--- src/dssm_pkg.sv ---
// Package for the two-stack shared store: sizes, command and status codes,
// and the word passed from the front queue to the back end. No dependencies.
package dssm_pkg;

  localparam int DEPTH = 16;
  localparam int AW = (DEPTH > 1) ? $clog2(DEPTH) : 1;
  localparam int CW = $clog2(DEPTH + 1);
  localparam int QDEPTH = 2;
  localparam int QAW = $clog2(QDEPTH);
  localparam int QCW = $clog2(QDEPTH + 1);

  localparam logic [2:0] CMD_PUSH_FIRST  = 3'd0;
  localparam logic [2:0] CMD_POP_FIRST   = 3'd1;
  localparam logic [2:0] CMD_PUSH_SECOND = 3'd2;
  localparam logic [2:0] CMD_POP_SECOND  = 3'd3;
  localparam logic [2:0] CMD_LIST        = 3'd4;

  localparam logic [1:0] STAT_DONE   = 2'd0;
  localparam logic [1:0] STAT_FULL   = 2'd1;
  localparam logic [1:0] STAT_EMPTY  = 2'd2;
  localparam logic [1:0] STAT_LISTED = 2'd3;

  typedef struct packed {
    logic [2:0]         command;
    logic signed [31:0] value;
  } q_word_t;

endpackage

--- src/dual_stack_shared_memory.sv ---
// Top level of the two-stack shared store: front queue plus back end.
// Depends on dssm_pkg, dssm_front and dssm_back.
//
//   channel   handshake              fields
//   command   cmd_valid / cmd_stall  command[2:0], value[31:0]
//   result    res_valid / res_stall  data[31:0], status[1:0], from_second, last
//
// A push loads the result register directly, writing the store unless it is
// full; a pop reads the store, then loads the result register. A listing
// enters its read state, then reads and emits each stored word in turn, bound
// by the single registered read port of the store. A two-entry queue decouples
// input from the back end. Reset (rst, synchronous) empties both stacks and
// the queue; no clearing pass. Either side may stall at any time.
module dual_stack_shared_memory (
  input  logic               clk,
  input  logic               rst,
  input  logic               cmd_valid,
  output logic               cmd_stall,
  input  logic [2:0]         command,
  input  logic signed [31:0] value,
  output logic               res_valid,
  input  logic               res_stall,
  output logic signed [31:0] data,
  output logic [1:0]         status,
  output logic               from_second,
  output logic               last
);
  import dssm_pkg::*;

  logic    q_valid;
  q_word_t q_word;
  logic    q_take;

  dssm_front u_front (
    .clk     (clk),
    .rst     (rst),
    .valid   (cmd_valid),
    .stall   (cmd_stall),
    .command (command),
    .value   (value),
    .q_valid (q_valid),
    .q_word  (q_word),
    .q_take  (q_take)
  );

  dssm_back u_back (
    .clk         (clk),
    .rst         (rst),
    .q_valid     (q_valid),
    .q_word      (q_word),
    .q_take      (q_take),
    .res_valid   (res_valid),
    .res_stall   (res_stall),
    .data        (data),
    .status      (status),
    .from_second (from_second),
    .last        (last)
  );
endmodule

--- src/dssm_front.sv ---
// Front end: accepts command words, drops unknown codes and queues the rest.
// Depends on dssm_pkg.
module dssm_front (
  input  logic             clk,
  input  logic             rst,
  input  logic             valid,
  output logic             stall,
  input  logic [2:0]       command,
  input  logic signed [31:0] value,
  output logic             q_valid,
  output dssm_pkg::q_word_t q_word,
  input  logic             q_take
);
  import dssm_pkg::*;

  q_word_t        queue [QDEPTH];
  logic [QAW-1:0] wr_ptr;
  logic [QAW-1:0] rd_ptr;
  logic [QCW-1:0] fill;
  logic           known;
  logic           push;
  logic           pop;

  assign known = (command == CMD_PUSH_FIRST) || (command == CMD_POP_FIRST) ||
                 (command == CMD_PUSH_SECOND) || (command == CMD_POP_SECOND) ||
                 (command == CMD_LIST);
  assign stall = (fill == QCW'(QDEPTH));
  assign push = valid && !stall && known;
  assign pop = q_take && q_valid;
  assign q_valid = (fill != '0);
  assign q_word = queue[rd_ptr];

  always_ff @(posedge clk) begin
    if (push) begin
      queue[wr_ptr] <= '{command: command, value: value};
    end
  end

  always_ff @(posedge clk) begin
    if (rst) begin
      wr_ptr <= '0;
      rd_ptr <= '0;
      fill <= '0;
    end else begin
      if (push) begin
        wr_ptr <= (wr_ptr == QAW'(QDEPTH - 1)) ? '0 : wr_ptr + 1'b1;
      end
      if (pop) begin
        rd_ptr <= (rd_ptr == QAW'(QDEPTH - 1)) ? '0 : rd_ptr + 1'b1;
      end
      case ({push, pop})
        2'b10:   fill <= fill + 1'b1;
        2'b01:   fill <= fill - 1'b1;
        default: fill <= fill;
      endcase
    end
  end
endmodule

--- src/dssm_back.sv ---
// Back end: the shared store, both stack counts, the pop/listing sequencer
// and the result register. Depends on dssm_pkg.
module dssm_back (
  input  logic               clk,
  input  logic               rst,
  input  logic               q_valid,
  input  dssm_pkg::q_word_t  q_word,
  output logic               q_take,
  output logic               res_valid,
  input  logic               res_stall,
  output logic signed [31:0] data,
  output logic [1:0]         status,
  output logic               from_second,
  output logic               last
);
  import dssm_pkg::*;

  localparam logic [1:0] ST_IDLE  = 2'd0;
  localparam logic [1:0] ST_POP   = 2'd1;
  localparam logic [1:0] ST_LREAD = 2'd2;
  localparam logic [1:0] ST_LEMIT = 2'd3;
  localparam logic [CW-1:0] DEPTH_W = CW'(DEPTH);

  logic signed [31:0] store [DEPTH];
  logic signed [31:0] rdata;
  logic [1:0]         state;
  logic [1:0]         state_next;
  logic [CW-1:0]      count_first;
  logic [CW-1:0]      count_second;
  logic [CW-1:0]      count_first_next;
  logic [CW-1:0]      count_second_next;
  logic [CW-1:0]      idx;
  logic [CW-1:0]      idx_next;
  logic               pop_second;
  logic               pop_second_next;
  logic [CW:0]        sum;
  logic [CW-1:0]      total;
  logic               full;
  logic               slot_free;
  logic               we;
  logic [AW-1:0]      waddr;
  logic               re;
  logic [AW-1:0]      raddr;
  logic               load;
  logic signed [31:0] load_data;
  logic [1:0]         load_status;
  logic               load_second;
  logic               load_last;
  logic [CW-1:0]      list_addr;

  assign sum = {1'b0, count_first} + {1'b0, count_second};
  assign total = sum[CW-1:0];
  assign full = (sum >= (CW + 1)'(DEPTH));
  assign slot_free = !res_valid || !res_stall;
  assign list_addr = (idx < count_first) ? idx : DEPTH_W - total + idx;

  always_comb begin
    state_next = state;
    count_first_next = count_first;
    count_second_next = count_second;
    idx_next = idx;
    pop_second_next = pop_second;
    q_take = 1'b0;
    we = 1'b0;
    waddr = '0;
    re = 1'b0;
    raddr = '0;
    load = 1'b0;
    load_data = '0;
    load_status = STAT_DONE;
    load_second = 1'b0;
    load_last = 1'b1;
    case (state)
      ST_IDLE: begin
        if (q_valid && slot_free) begin
          q_take = 1'b1;
          case (q_word.command)
            CMD_PUSH_FIRST: begin
              load = 1'b1;
              if (full) begin
                load_status = STAT_FULL;
              end else begin
                we = 1'b1;
                waddr = count_first[AW-1:0];
                count_first_next = count_first + 1'b1;
              end
            end
            CMD_PUSH_SECOND: begin
              load = 1'b1;
              load_second = 1'b1;
              if (full) begin
                load_status = STAT_FULL;
              end else begin
                we = 1'b1;
                waddr = AW'(DEPTH_W - 1'b1 - count_second);
                count_second_next = count_second + 1'b1;
              end
            end
            CMD_POP_FIRST: begin
              if (count_first == '0) begin
                load = 1'b1;
                load_status = STAT_EMPTY;
              end else begin
                re = 1'b1;
                raddr = AW'(count_first - 1'b1);
                count_first_next = count_first - 1'b1;
                pop_second_next = 1'b0;
                state_next = ST_POP;
              end
            end
            CMD_POP_SECOND: begin
              if (count_second == '0) begin
                load = 1'b1;
                load_status = STAT_EMPTY;
                load_second = 1'b1;
              end else begin
                re = 1'b1;
                raddr = AW'(DEPTH_W - count_second);
                count_second_next = count_second - 1'b1;
                pop_second_next = 1'b1;
                state_next = ST_POP;
              end
            end
            CMD_LIST: begin
              if (total == '0) begin
                load = 1'b1;
                load_status = STAT_EMPTY;
              end else begin
                idx_next = '0;
                state_next = ST_LREAD;
              end
            end
            default: begin
            end
          endcase
        end
      end
      ST_POP: begin
        if (slot_free) begin
          load = 1'b1;
          load_data = rdata;
          load_second = pop_second;
          state_next = ST_IDLE;
        end
      end
      ST_LREAD: begin
        re = 1'b1;
        raddr = list_addr[AW-1:0];
        state_next = ST_LEMIT;
      end
      ST_LEMIT: begin
        if (slot_free) begin
          load = 1'b1;
          load_data = rdata;
          load_status = STAT_LISTED;
          load_second = (idx >= count_first);
          load_last = ((idx + 1'b1) == total);
          if (load_last) begin
            state_next = ST_IDLE;
          end else begin
            idx_next = idx + 1'b1;
            state_next = ST_LREAD;
          end
        end
      end
      default: state_next = ST_IDLE;
    endcase
  end

  always_ff @(posedge clk) begin
    if (we) begin
      store[waddr] <= q_word.value;
    end
    if (re) begin
      rdata <= store[raddr];
    end
  end

  always_ff @(posedge clk) begin
    if (load) begin
      data <= load_data;
      status <= load_status;
      from_second <= load_second;
      last <= load_last;
    end
    idx <= idx_next;
    pop_second <= pop_second_next;
  end

  always_ff @(posedge clk) begin
    if (rst) begin
      state <= ST_IDLE;
      count_first <= '0;
      count_second <= '0;
      res_valid <= 1'b0;
    end else begin
      state <= state_next;
      count_first <= count_first_next;
      count_second <= count_second_next;
      if (load) begin
        res_valid <= 1'b1;
      end else if (!res_stall) begin
        res_valid <= 1'b0;
      end
    end
  end
endmodule
--- config.mk ---
export PLATFORM = sky130hd
export DESIGN_NAME = dual_stack_shared_memory
export DESIGN_NICKNAME = d
export VERILOG_FILES = /design/src/dssm_pkg.sv /design/src/dual_stack_shared_memory.sv /design/src/dssm_front.sv /design/src/dssm_back.sv
export SDC_FILE = /design/constraint.sdc
export NUM_CORES = 1
export LEC_CHECK = 0
export BUFFER_PORTS_ARGS = -buffer_cell sky130_fd_sc_hd__clkbuf_2
export CORE_MARGIN = 1.5
export CORE_UTILIZATION = 50
export DETAILED_ROUTE_END_ITERATION = 12
export GPL_ROUTABILITY_DRIVEN = 0
export PLACE_DENSITY = 0.66
export SLEW_MARGIN = 10
export SYNTH_ARGS = -nofsm -noshare
export SYNTH_HDL_FRONTEND = slang
export SYNTH_SLANG_ARGS = --single-unit
--- constraint.sdc ---
create_clock -name clk -period 5.8 [get_ports clk]
set_input_delay 0.29 -clock clk [delete_from_list [all_inputs] [get_ports clk]]
set_output_delay 0.29 -clock clk [all_outputs]
set_load 0.02 [all_outputs]
After elaboration in Yosys (flattened, before gate mapping)
Memory sizes are Yosys's and may differ from the RTL's. A register that Yosys moved wholly into a read port is not among the register bits.
Index checks and enable logic that the tools add are counted.
{"block": "word_totals", "register_bits": 59, "ram_bits": 582, "input_bits": 39, "output_inout_bits": 38, "elab_cells": 172, "mem_count": 2}
{"block": "classes", "add_sub_neg": 14, "n_lt_le_gt_ge": 3, "eq_ne": 30, "n_mux": 77, "n_reduce_logical": 33}
{"memory": "u_back.store", "depth": 16, "width": 32, "read_ports": 1, "rd_ports_with_merged_regs": 1, "write_ports": 1, "line_no": "dssm_back.sv:24", "rtl": "logic signed [31:0] store [DEPTH];"}
{"memory": "u_front.queue", "depth": 2, "width": 35, "read_ports": 1, "rd_ports_with_merged_regs": 1, "write_ports": 1, "line_no": "dssm_front.sv:16", "rtl": "q_word_t queue [QDEPTH];"}
{"op": "two-way mux 5 bit", "n": 9}
{"op": "two-way mux 4 bit", "n": 8}
{"op": "two-way mux 1 bit", "n": 30}
{"op": "one-hot mux 5 bit (2 select lines)", "n": 3}
{"op": "two-way mux 2 bit", "n": 12}
{"op": "one-hot mux 4 bit (2 select lines)", "n": 3}
{"op": "one-hot mux 2 bit (4 select lines)", "n": 2}
{"op": "adder 5 x 1 -> 5 bit (second input constant)", "n": 3}
{"op": "logical NOT 5 bit", "n": 3}
{"op": "AND reduction 5 bit", "n": 3}
{"op": "!= test 2 bit (second input constant)", "n": 7}
{"op": "== test 3 x 2 -> 1 bit (second input constant)", "n": 4}
{"op": "nonzero test 2 bit", "n": 6}
{"op": "one-hot mux 1 bit (2 select lines)", "n": 5}
{"op": "subtractor 5 x 1 -> 5 bit (second input constant)", "n": 2}
{"op": "!= test 3 bit (second input constant)", "n": 3}
{"op": "== test 2 bit (second input constant)", "n": 4}
{"op": "!= test 2 x 1 -> 1 bit (second input constant)", "n": 4}
{"op": "one-hot mux 2 bit (2 select lines)", "n": 2}
{"op": "subtractor 1 x 4 -> 4 bit (first input constant)", "n": 2}
{"op": "AND reduction 7 bit", "n": 1}
{"op": "adder 5 x 5 -> 6 bit", "n": 1}
{"op": "== test 3 x 1 -> 1 bit (second input constant)", "n": 2}
{"op": "== test 3 bit (second input constant)", "n": 2}
{"op": "other kinds (22)", "n": 36}

Logic depth before layout (Yosys ltp)
{"block": "depth", "word_depth": 8, "depth_mapped": 15, "mapped_depth_nobuf": 13}

Hierarchy
A second synthesis with hierarchy kept.
{"block": "hier_totals", "cells_unflattened": 1339, "hier_area_um2": 27077.2}
{"module": "dssm_back", "instances": 1, "cells_per_inst": 1204, "area_per_inst_um2": 24332.1, "seq_area_each_um2": 17857.1}
{"module": "dssm_front", "instances": 1, "cells_per_inst": 135, "area_per_inst_um2": 2745.1, "seq_area_each_um2": 2202.1}

Worst setup path before layout
Ideal clock, no wire load.
{"block": "synth_path", "path_kind": "register -> register", "start": "register u_back.count_first[1]", "end": "memory u_back.store[0][0] (enable)", "setup_ns": 0.461, "arrival_time_ns": 4.361, "t_required_ns": 5.339, "path_slack_ns": 0.978, "path_stages_with_launch": 11, "path_buffers": 2, "synth_period_minus_slack_ns": 4.822, "path_cell_list": "dfxtp_1 -> clkbuf_1 -> inv_1 -> fa_1 -> nor2b_1 -> nor3_1 -> a211oi_1 -> or2_2 -> clkbuf_1 -> a21oi_1 -> nor3_1"}
{"block": "synth_between", "elab_chain_cells": 8, "elab_cells_between_ends": 13, "classes_between": "1 x add/sub; 1 x order compare; 11 x mux"}
{"element": "start, declared", "line_no": "dssm_back.sv:28", "rtl": "logic [CW-1:0] count_first;"}
{"element": "start signal, assigned", "line_no": "dssm_back.sv:198", "rtl": "count_first <= count_first_next;"}
{"element": "adder 5 x 5 -> 6 bit", "line_no": "dssm_back.sv:51", "rtl": "assign sum = {1'b0, count_first} + {1'b0, count_second};"}
{"element": "greater-or-equal comparator 6 x 5 -> 1 bit", "line_no": "dssm_back.sv:53", "rtl": "assign full = (sum >= (CW + 1)'(DEPTH));"}
{"element": "two-way mux 1 bit", "line_no": "dssm_back.sv:80, dssm_back.sv:91"}
{"element": "two-way mux 1 bit"}
{"element": "two-way mux 1 bit", "line_no": "dssm_back.sv:75", "rtl": "if (q_valid && slot_free) begin"}
{"element": "two-way mux 1 bit", "line_no": "dssm_back.sv:73", "rtl": "case (state)"}
{"element": "two-way mux 1 bit", "line_no": "dssm_back.sv:171", "rtl": "if (we) begin"}
{"element": "two-way mux 1 bit (implied by the code)", "line_no": "dssm_back.sv:172", "rtl": "store[waddr] <= q_word.value;"}
{"element": "end, declared", "line_no": "dssm_back.sv:24"}
Several ways; a longest one is shown, not always the timed one.

Worst setup path after layout
{"block": "layout_path", "start": "register u_back.count_first[0]", "end": "register u_back.rdata[1], read port of u_back.store (data pin)"}
{"block": "layout_between", "elab_chain_cells": 5, "elab_cells_between_ends": 15, "classes_between": "4 x add/sub; 1 x order compare; 9 x mux; 1 x reduce/logical"}
{"element": "adder 5 x 5 -> 6 bit (tied with other cells)", "line_no": "dssm_back.sv:51"}
{"element": "subtractor 1 x 4 -> 4 bit (tied with other cells)", "line_no": "dssm_back.sv:55", "rtl": "assign list_addr = (idx < count_first) ? idx : DEPTH_W - total + idx;"}
{"element": "adder 4 bit (tied with other cells)", "line_no": "dssm_back.sv:55"}
{"element": "two-way mux 4 bit (tied with other cells)", "line_no": "dssm_back.sv:55"}
{"element": "one-hot mux 4 bit (2 select lines) or one-hot mux 1 bit (2 select lines) (tied branches)", "line_no": "dssm_back.sv:73"}
{"element": "end, declared", "line_no": "dssm_back.sv:25", "rtl": "logic signed [31:0] rdata;"}
Several ways; a longest one is shown, not always the timed one.
A chain may end at the register's enable or synchronous reset.

==> qor.yml <==
power:
  p_leak_nw: 10.5
  p_comb_share_pct: 22.5
  p_per_area_mw_per_mm2: 435
  netSwitchingPower_mw: 4.01
  power.internal_mw: 9.56
  swShare_pct: 29.6
  power_frac_seq_pct: 46.5
  peakVddDrop_mv: 0.343
  pwr-share-clk_pct: 30.9
setup_path:
  cp-end-kind: "flip-flop"
  ff2ff_setup_slack_ps: 1300
  arrival_ps: 4820
  critPathMaxFanout: 20
  rr_worst_depth: 13
  crit_path_start_kind: "flip-flop"
  criticalPathCategory: "reg -> reg"
  endpoint: "u_back.rdata[1]"
  timing.rr.end: "u_back.rdata[1]"
  r2r-start: "u_back.count_first[0]"
  cp.required_ps: 6120
  critPathLaunch: "u_back.count_first[0]"
global_route:
  grtUsageTotal_pct: 22.3
  antenna_found_initial: 0
  grt_pass1_vias: 15900
  grt_max_degree: 93
  grt_pass1_wl_mm: 94.4
  gr-total-overflow: 0
sta:
  clock.fmax_mhz: 222
  min_period_over_period_pct: 77.7
  min_period_ps: 4500
  setup_viol: 0
  finalMaxSlewViolations: 0
  rsz0062_at_grt: "no"
  slew_headroom_pct: 18.8
  tightest_slew_ps: 1210
  final.setup.tns_ps: 0
  fin_worst_skew_ps: 21.6
  hold_viol_final: 0
synthesis:
  async_reset_ff_share_pct: 0
  syn-mean-instance-area_um2: 14.7
  synth-main-ff-cell: "edfxtp_1"
  ys_ff_latch: 674
  synth_area_mm2: 0.0274
  seq_area_frac_synth_pct: 73.1
  netlist_instances: 1860
  synth_edf_count: 656
  synthesis.nets: 1928
  ys_warn_count: 0
  yosysUniqueCellTypes: 70
finish:
  final_common_cell: "edfxtp_1"
  layout_common_cells: "edfxtp_1, nand2_1, a21oi_1"
  drive_above_1_share_pct: 16.9
  multi_input_area_mm2: 0.00690
  n_antenna_cell: 0
  regArea_mm2: 0.0201
  areaGrowthSynthToFinish_pct: 13.6
  layout.nets: 2033
  fin_util_pct: 57.7
  fillCellCount: 4159
cts:
  cts_max_level: 3
  clkTransAtPathRegs_ps: 60
  cts_tree: "yes"
  clock-sinks: 674
  postCtsSetupBuffers: 0
  hold_buffers: 35
  post_cts_resized: 0
  clockBufferDepth: 3
  insertion_delay_ps: 610
  numCtsBuffers: 67
  cts-root-buf: "clkbuf_16"
run:
  cap_violations: 0
routing:
  met1Wirelength_mm: 27.3
  viasPerCell: 5.95
  drt-initial-drc-count: 1532
  met2_length_mm: 29.7
  top_layer: "met4"
  wl_met3_mm: 3.60
  drt-total-wl_mm: 62.1
  post_drt_wl_per_cell_um: 22.9
  ant_nets: 0
  vias: 16100
  firstDrtPassIters: 8
  drc: 0
die:
  die_width_um: 237
  placementRows: 85
  die_y_um: 237
  start_util_pct: 50.8
  die_area_mm2: 0.0563
  ios: 77
  coreArea_mm2: 0.0540
outcome:
  outcome: "complete, no violations"
placed_design:
  dp_hpwl_mm: 34.0
  port_buffers: 76
min_path:
  min_from: "res_stall"
  min_path_type: "in -> reg"
  min_path_cells: 3
## cells by family (layout without fill, tap and decap cells)
logic type / after synthesis / in the layout / share of synthesized area (%)
compound gates: 409 / 409 / 12.0
xor+xnor: 24 / 24 / 0.871
fa+ha+maj: 29 / 29 / 1.40
buf+inv: 136 / 295 / 2.45
flops: 674 / 674 / 73.1
mux: 39 / 39 / 1.57
simple gates: 549 / 549 / 8.53
## registers in the layout, summed over array words and instances (netlist names), 2 cells and up, named ones only
signal / flops
u_back.state: 2
u_back.idx: 5
u_back.count_second: 5
u_front.fill: 2
u_front.queue: 70
u_back.status: 2
u_back.rdata: 32
u_back.store: 512
u_back.count_first: 5
u_back.data: 32
## worst min path at each step
stage	slack [ps]	to
global placement	480	u_front.fill[1]
global route	80	u_back.res_valid
detailed placement	480	u_front.queue[0][18]
finish	60	u_back.res_valid
floorplan	390	u_front.queue[0][0]
CTS	30	u_back.res_valid
## power by group through the flow
stage	Combinational [mW]	Clock, mW	Sequential (mW)
3_3_place_gp	2.97	0	6.41
6_report	3.06	4.20	6.31
4_1_cts	3.08	4.28	6.32
2_1_floorplan	1.98	0	6.51
3_5_place_dp	3.05	0	6.42
5_1_grt	3.32	4.46	6.34
## critical path: stages, from the launching register on
cell      delay, ps
dfxtp_1         530
ha_1            240
inv_1            60
fa_1            400
xor2_1          290
ha_1            330
a21oi_1         200
and3_1          180
o221ai_1        120
o31ai_1         110
a311o_1         310
nand2b_2        860
buf_4           440
o221ai_2        150
## synthesized netlist by cell type (3+ instances only)
| cell | number | area (um2) |
|---|---|---|
| ha_1 | 26 | 325 |
| mux2i_1 | 6 | 60.1 |
| o221ai_2 | 31 | 465 |
| or2_2 | 3 | 18.8 |
| nor3_1 | 7 | 35.0 |
| a32o_1 | 63 | 631 |
| xor2_1 | 8 | 70.1 |
| o31ai_1 | 5 | 37.5 |
| nand4_1 | 5 | 31.3 |
| nor4_1 | 3 | 18.8 |
| dfxtp_1 | 18 | 360 |
| a31oi_1 | 5 | 31.3 |
| o21ai_0 | 15 | 75.1 |
| buf_4 | 5 | 37.5 |
| and3_1 | 3 | 18.8 |
| nand2b_1 | 4 | 25.0 |
| buf_6 | 14 | 158 |
| and2_1 | 36 | 225 |
| o211ai_1 | 5 | 37.5 |
| o22ai_1 | 3 | 18.8 |
| clkbuf_1 | 60 | 225 |
| or3_1 | 5 | 31.3 |
| a22oi_2 | 31 | 388 |
| mux2_2 | 33 | 372 |
| buf_1 | 6 | 22.5 |
| nand3b_1 | 4 | 30.0 |
| xnor2_1 | 14 | 123 |
| fa_1 | 3 | 60.1 |
| nand2_1 | 396 | 1490 |
| nor2_1 | 47 | 176 |
| buf_2 | 31 | 155 |
| a22oi_1 | 3 | 22.5 |
| nand3_1 | 16 | 80.1 |
| a21oi_1 | 157 | 786 |
| a32oi_1 | 65 | 569 |
| edfxtp_1 | 656 | 19700 |
| inv_1 | 18 | 67.6 |
| a21o_1 | 6 | 45.0 |
| nor2b_1 | 9 | 56.3 |
## metrics by stage
stage / area, um2 / setup slack, ps / std cells / power, mW / hold slack [ps]
CTS: 31200 / 1330 / 2715 / 13.7 / 28.6
global placement: 28700 / 1460 / 2557 / 9.38 / 478
floorplan: 27400 / 978 / 1860 / 8.49 / 389
detailed placement: 28700 / 1340 / 2557 / 9.47 / 483
global route: 31200 / 1100 / 2715 / 14.1 / 75.6
finish: 31200 / 1300 / 2715 / 13.6 / 57.6
## metal layers
layer,global-route usage (%),vias to the layer above
met5,0,-
met4,7.64,0
met3,3.40,108
met2,35.7,574
met1,31.3,8088
li1,-,7372
## area by class of cell
type                    instances  area share (%)
inverters                      20           0.241
well taps                     696            2.79
clock buffers                  83            5.71
repair buffers                152            3.65
clock inverters                40            1.09
flip-flops and latches        674            64.4
multi-input cells            1050            22.2
(Power assumes the default switching activity.)
